$ cat config.mk
export PLATFORM = sky130hd
export DESIGN_NAME = hts_ram
export DESIGN_NICKNAME = d
export VERILOG_FILES = /design/src/rtl/hts_ram.sv
export SDC_FILE = /design/constraint.sdc
export NUM_CORES = 2
export LEC_CHECK = 0
export ABC_CLOCK_PERIOD_IN_PS = 3390
export BUFFER_PORTS_ARGS = -buffer_cell sky130_fd_sc_hd__buf_2
export CORE_ASPECT_RATIO = 0.9
export CORE_UTILIZATION = 51
export DETAILED_ROUTE_END_ITERATION = 12
export PLACE_DENSITY_LB_ADDON = 0.1
export SYNTH_ARGS = -nofsm -noshare
export SYNTH_HDL_FRONTEND = slang
export SYNTH_SLANG_ARGS = --single-unit
$ cat constraint.sdc
create_clock -name clk -period 3.39 [get_ports clk]
set_input_delay 0.5085 -clock clk [delete_from_list [all_inputs] [get_ports clk]]
set_output_delay 0.5085 -clock clk [all_outputs]
set_load 0.005 [all_outputs]
$ cat src/rtl/hts_ram.sv
`timescale 1ns / 1ps

module hts_ram #(
    parameter int WIDTH = 8,
    parameter int DEPTH = 256,
    localparam int AW = $clog2(DEPTH)
) (
    input  logic             clk,
    input  logic             we,
    input  logic [AW-1:0]    addr,
    input  logic [WIDTH-1:0] wdata,
    output logic [WIDTH-1:0] rdata
);

    logic [WIDTH-1:0] mem [DEPTH];
    logic [WIDTH-1:0] rdata_reg;

    // Write on enable, register the read word
    always_ff @(posedge clk)
    begin
        if (we)
        begin
            mem[addr] <= wdata;
        end
        rdata_reg <= mem[addr];
    end

    assign rdata = rdata_reg;

endmodule

==> flow_metrics.py <==
metrics = {
    "layout": {
        "largest_register_ff_count": 2048,
        "final_area_mm2": 0.0908,
        "final_layout_size_suffix_gt1_frac": 0.312,
        "syn2layout_area_growth_pct": 15.7,
        "utilization": 0.594,
        "fin_nets": 4038,
    },
    "placement": {
        "place_hpwl_um": 121000,
        "dpl-instance-area_mm2": 0.0844,
        "place.gp.congestion": 0.825,
        "place_ws_ns": -0.619,
        "io_buffers": 25,
    },
    "grt": {
        "overflow": 0,
        "grt_pass1_wl_um": 282000,
        "grt_max_degree": 100,
        "grtUsageTotal": 0.254,
        "antenna_found_initial": 8,
        "first_global_vias": 39900,
    },
    "floorplan": {
        "fp-row-count": 136,
        "die_width_um": 416,
        "coreArea_mm2": 0.153,
        "pin_count": 26,
        "die_h_um": 374,
        "die_area_mm2": 0.155,
        "initial_core_util": 0.514,
    },
    "pwr": {
        "total_power_w": 0.0521,
        "clkPwrFrac": 0.414,
        "p_comb_frac": 0.048,
        "p_switching_w": 0.0110,
        "power_frac_seq": 0.538,
        "p_int_w": 0.0411,
        "peakVddDrop_v": 0.000559,
        "switching_share": 0.211,
        "p_leak_nw": 28.6,
        "power.density_mw_per_mm2": 574,
    },
    "hold_path": {
        "min_path_cells": 1,
        "worstHoldPathType": "in -> reg",
        "holdPathEnd": "mem[97][3]",
        "min_from": "wdata[3]",
    },
    "clocking": {
        "root_buffer": "clkbuf_16",
        "cts_tree": "done",
        "cts_hold_buffers": 0,
        "max-clock-path-buffers": 3,
        "post_cts_buffers": 0,
        "htreeDepth": 4,
        "insertion_delay_ns": 0.85,
        "postCtsResizedCells": 0,
        "clock_sinks": 2056,
        "cts_buffers": 201,
        "clkTransAtPathRegs_ns": 0.06,
    },
    "sta": {
        "slew_headroom": 0.0363,
        "worst_pin_slew_ns": 1.43,
        "max_freq_ghz": 0.328,
        "finalClockSkew_ns": 0.0332,
        "fin_ws_ns": 0.340,
        "slew_viol_final": 0,
        "rsz0062_at_grt": "no",
        "setup_viol": 0,
        "holdWs_ns": 0.152,
        "post-route-period-util": 0.900,
        "period_needed_ns": 3.05,
        "finalHoldViolCount": 0,
    },
    "detailed_routing": {
        "vias": 38600,
        "drc": 0,
        "via_per_inst": 6.23,
        "ant_nets": 0,
        "wl_per_cell_um": 31.4,
        "first_iter_violations": 4579,
        "drt-total-wl_um": 195000,
        "dr.pass1.iters": 5,
    },
    "yosys": {
        "synthXorXnorAreaFrac": 0,
        "synth_edf_count": 2048,
        "post_synth_mux_area_share": 0.147,
        "async_reset_ff_frac": 0,
        "synthSimpleGateAreaFrac": 0.0173,
        "ys_types": 22,
        "synth_ff_type": "edfxtp_1",
        "syn-cell-area_mm2": 0.0785,
        "synth_top_family_by_area": "multiplexers",
        "avgSynthCellArea_um2": 22.1,
        "ys_ff_latch": 2056,
        "syn_inst": 3547,
        "ys_warn_count": 0,
        "seq_area_frac_synth": 0.786,
        "synth_nets": 3565,
        "yosys.area_share.adder": 0,
        "synth-compound-area-share": 0.0362,
    },
    "run": {
        "drv_cap": 0,
    },
    "status": {
        "status": "completed",
    },
    "setup_path": {
        "reg2reg_from": "mem[75][3]",
        "reg2reg_depth": 5,
        "arrival_ns": 3.73,
        "path_max_fanout": 30,
        "reg2reg_to": "rdata[3]",
        "cp-start-kind": "primary input",
        "critical_path_class": "in -> reg",
        "reg2reg_setup_slack_ns": 0.43,
        "required_ns": 4.07,
        "crit_path_end_kind": "register",
    },
}
## metrics by stage
stage                     std cells  setup TNS (ns)
after global routing           6191               0
after CTS                      6191               0
final                          6195               0
after floorplan                3547               0
after global placement         5818           -3.80
after detailed placement       5818           -3.55
## cells in the final DEF, fill, tap and decap left out, drive strengths merged, types with 5 or more instances in the layout
cell / n
dfxtp: 8
a22oi: 256
nor2: 232
nand2b: 6
mux4: 512
nor3: 30
clkbuf: 266
bufinv: 12
a21oi: 128
clkinvlp: 5
nand4: 8
o41ai: 32
nor2b: 7
edfxtp: 2048
buf: 494
nand2: 28
inv: 6
nand3: 13
clkinv: 93
## per-layer routing
layer,share of wire,vias to the layer above,global-route usage
met5,0.00010,-,0
met4,0.025,2,0.0714
met3,0.080,281,0.0492
met2,0.48,1627,0.398
met1,0.41,20600,0.369
li1,-,16000,-
## synth_stat cells, drive strengths merged (2+ instances only)
master	count	area [um2]
nor3	30	150
nand2	28	105
nand3	13	65.1
mux4	512	11500
a22oi	256	1920
nand4	8	50.1
nor2	232	871
and2	3	18.8
dfxtp	8	160
nand2b	6	37.5
buf	87	552
a21oi	128	641
or2	2	12.5
nor2b	7	43.8
edfxtp	2048	61500
o41ai	32	280
clkbuf	145	544
## critical path, cell delays in order
cell,delay (ns)
buf_8,0.26
buf_12,0.30
buf_4,0.21
mux4_2,0.50
a22oi_1,0.27
a21oi_1,0.21
o41ai_1,1.09
buf_4,0.24
nand4_1,0.06
## power groups by stage
stage / clock network (W) / logic (W) / registers, W
after floorplan: 0 / 0.00125 / 0.0286
after global placement: 0 / 0.00245 / 0.0286
after detailed placement: 0 / 0.00251 / 0.0286
after CTS: 0.0219 / 0.00251 / 0.0281
after global routing: 0.0229 / 0.00262 / 0.0280
final: 0.0216 / 0.00248 / 0.0281
## cell type report
| class | instances | area [um2] |
|---|---|---|
| antenna | 4 | 10.0 |
| clock buffer | 258 | 5420 |
| clock inverter | 115 | 983 |
| fill | 10800 | 62000 |
| inverter | 1 | 3.75 |
| multi-input combinational | 1258 | 15800 |
| sequential | 2056 | 61700 |
| tap | 2001 | 2500 |
| timing repair buffer | 502 | 4460 |
## cells by family after synthesis
logic type	count (synthesis)
flip-flops	2056
multiplexers	512
AO/OA/AOI/OAI	416
AND/OR/NAND/NOR	330
buffers and inverters	233
## worst max path at each step
stage	from	endpoint	slack, ns	cells past startpoint
finish	addr[0]	rdata[2]	0.34	9
global route	addr[0]	rdata[0]	0.18	8
CTS	addr[0]	rdata[4]	0.28	9
detailed placement	addr[0]	rdata[4]	-0.62	9
global placement	addr[0]	rdata[4]	-0.95	9
floorplan	addr[1]	mem[111][0]	0.66	9
Note: power is estimated with default switching activity, not from simulation.
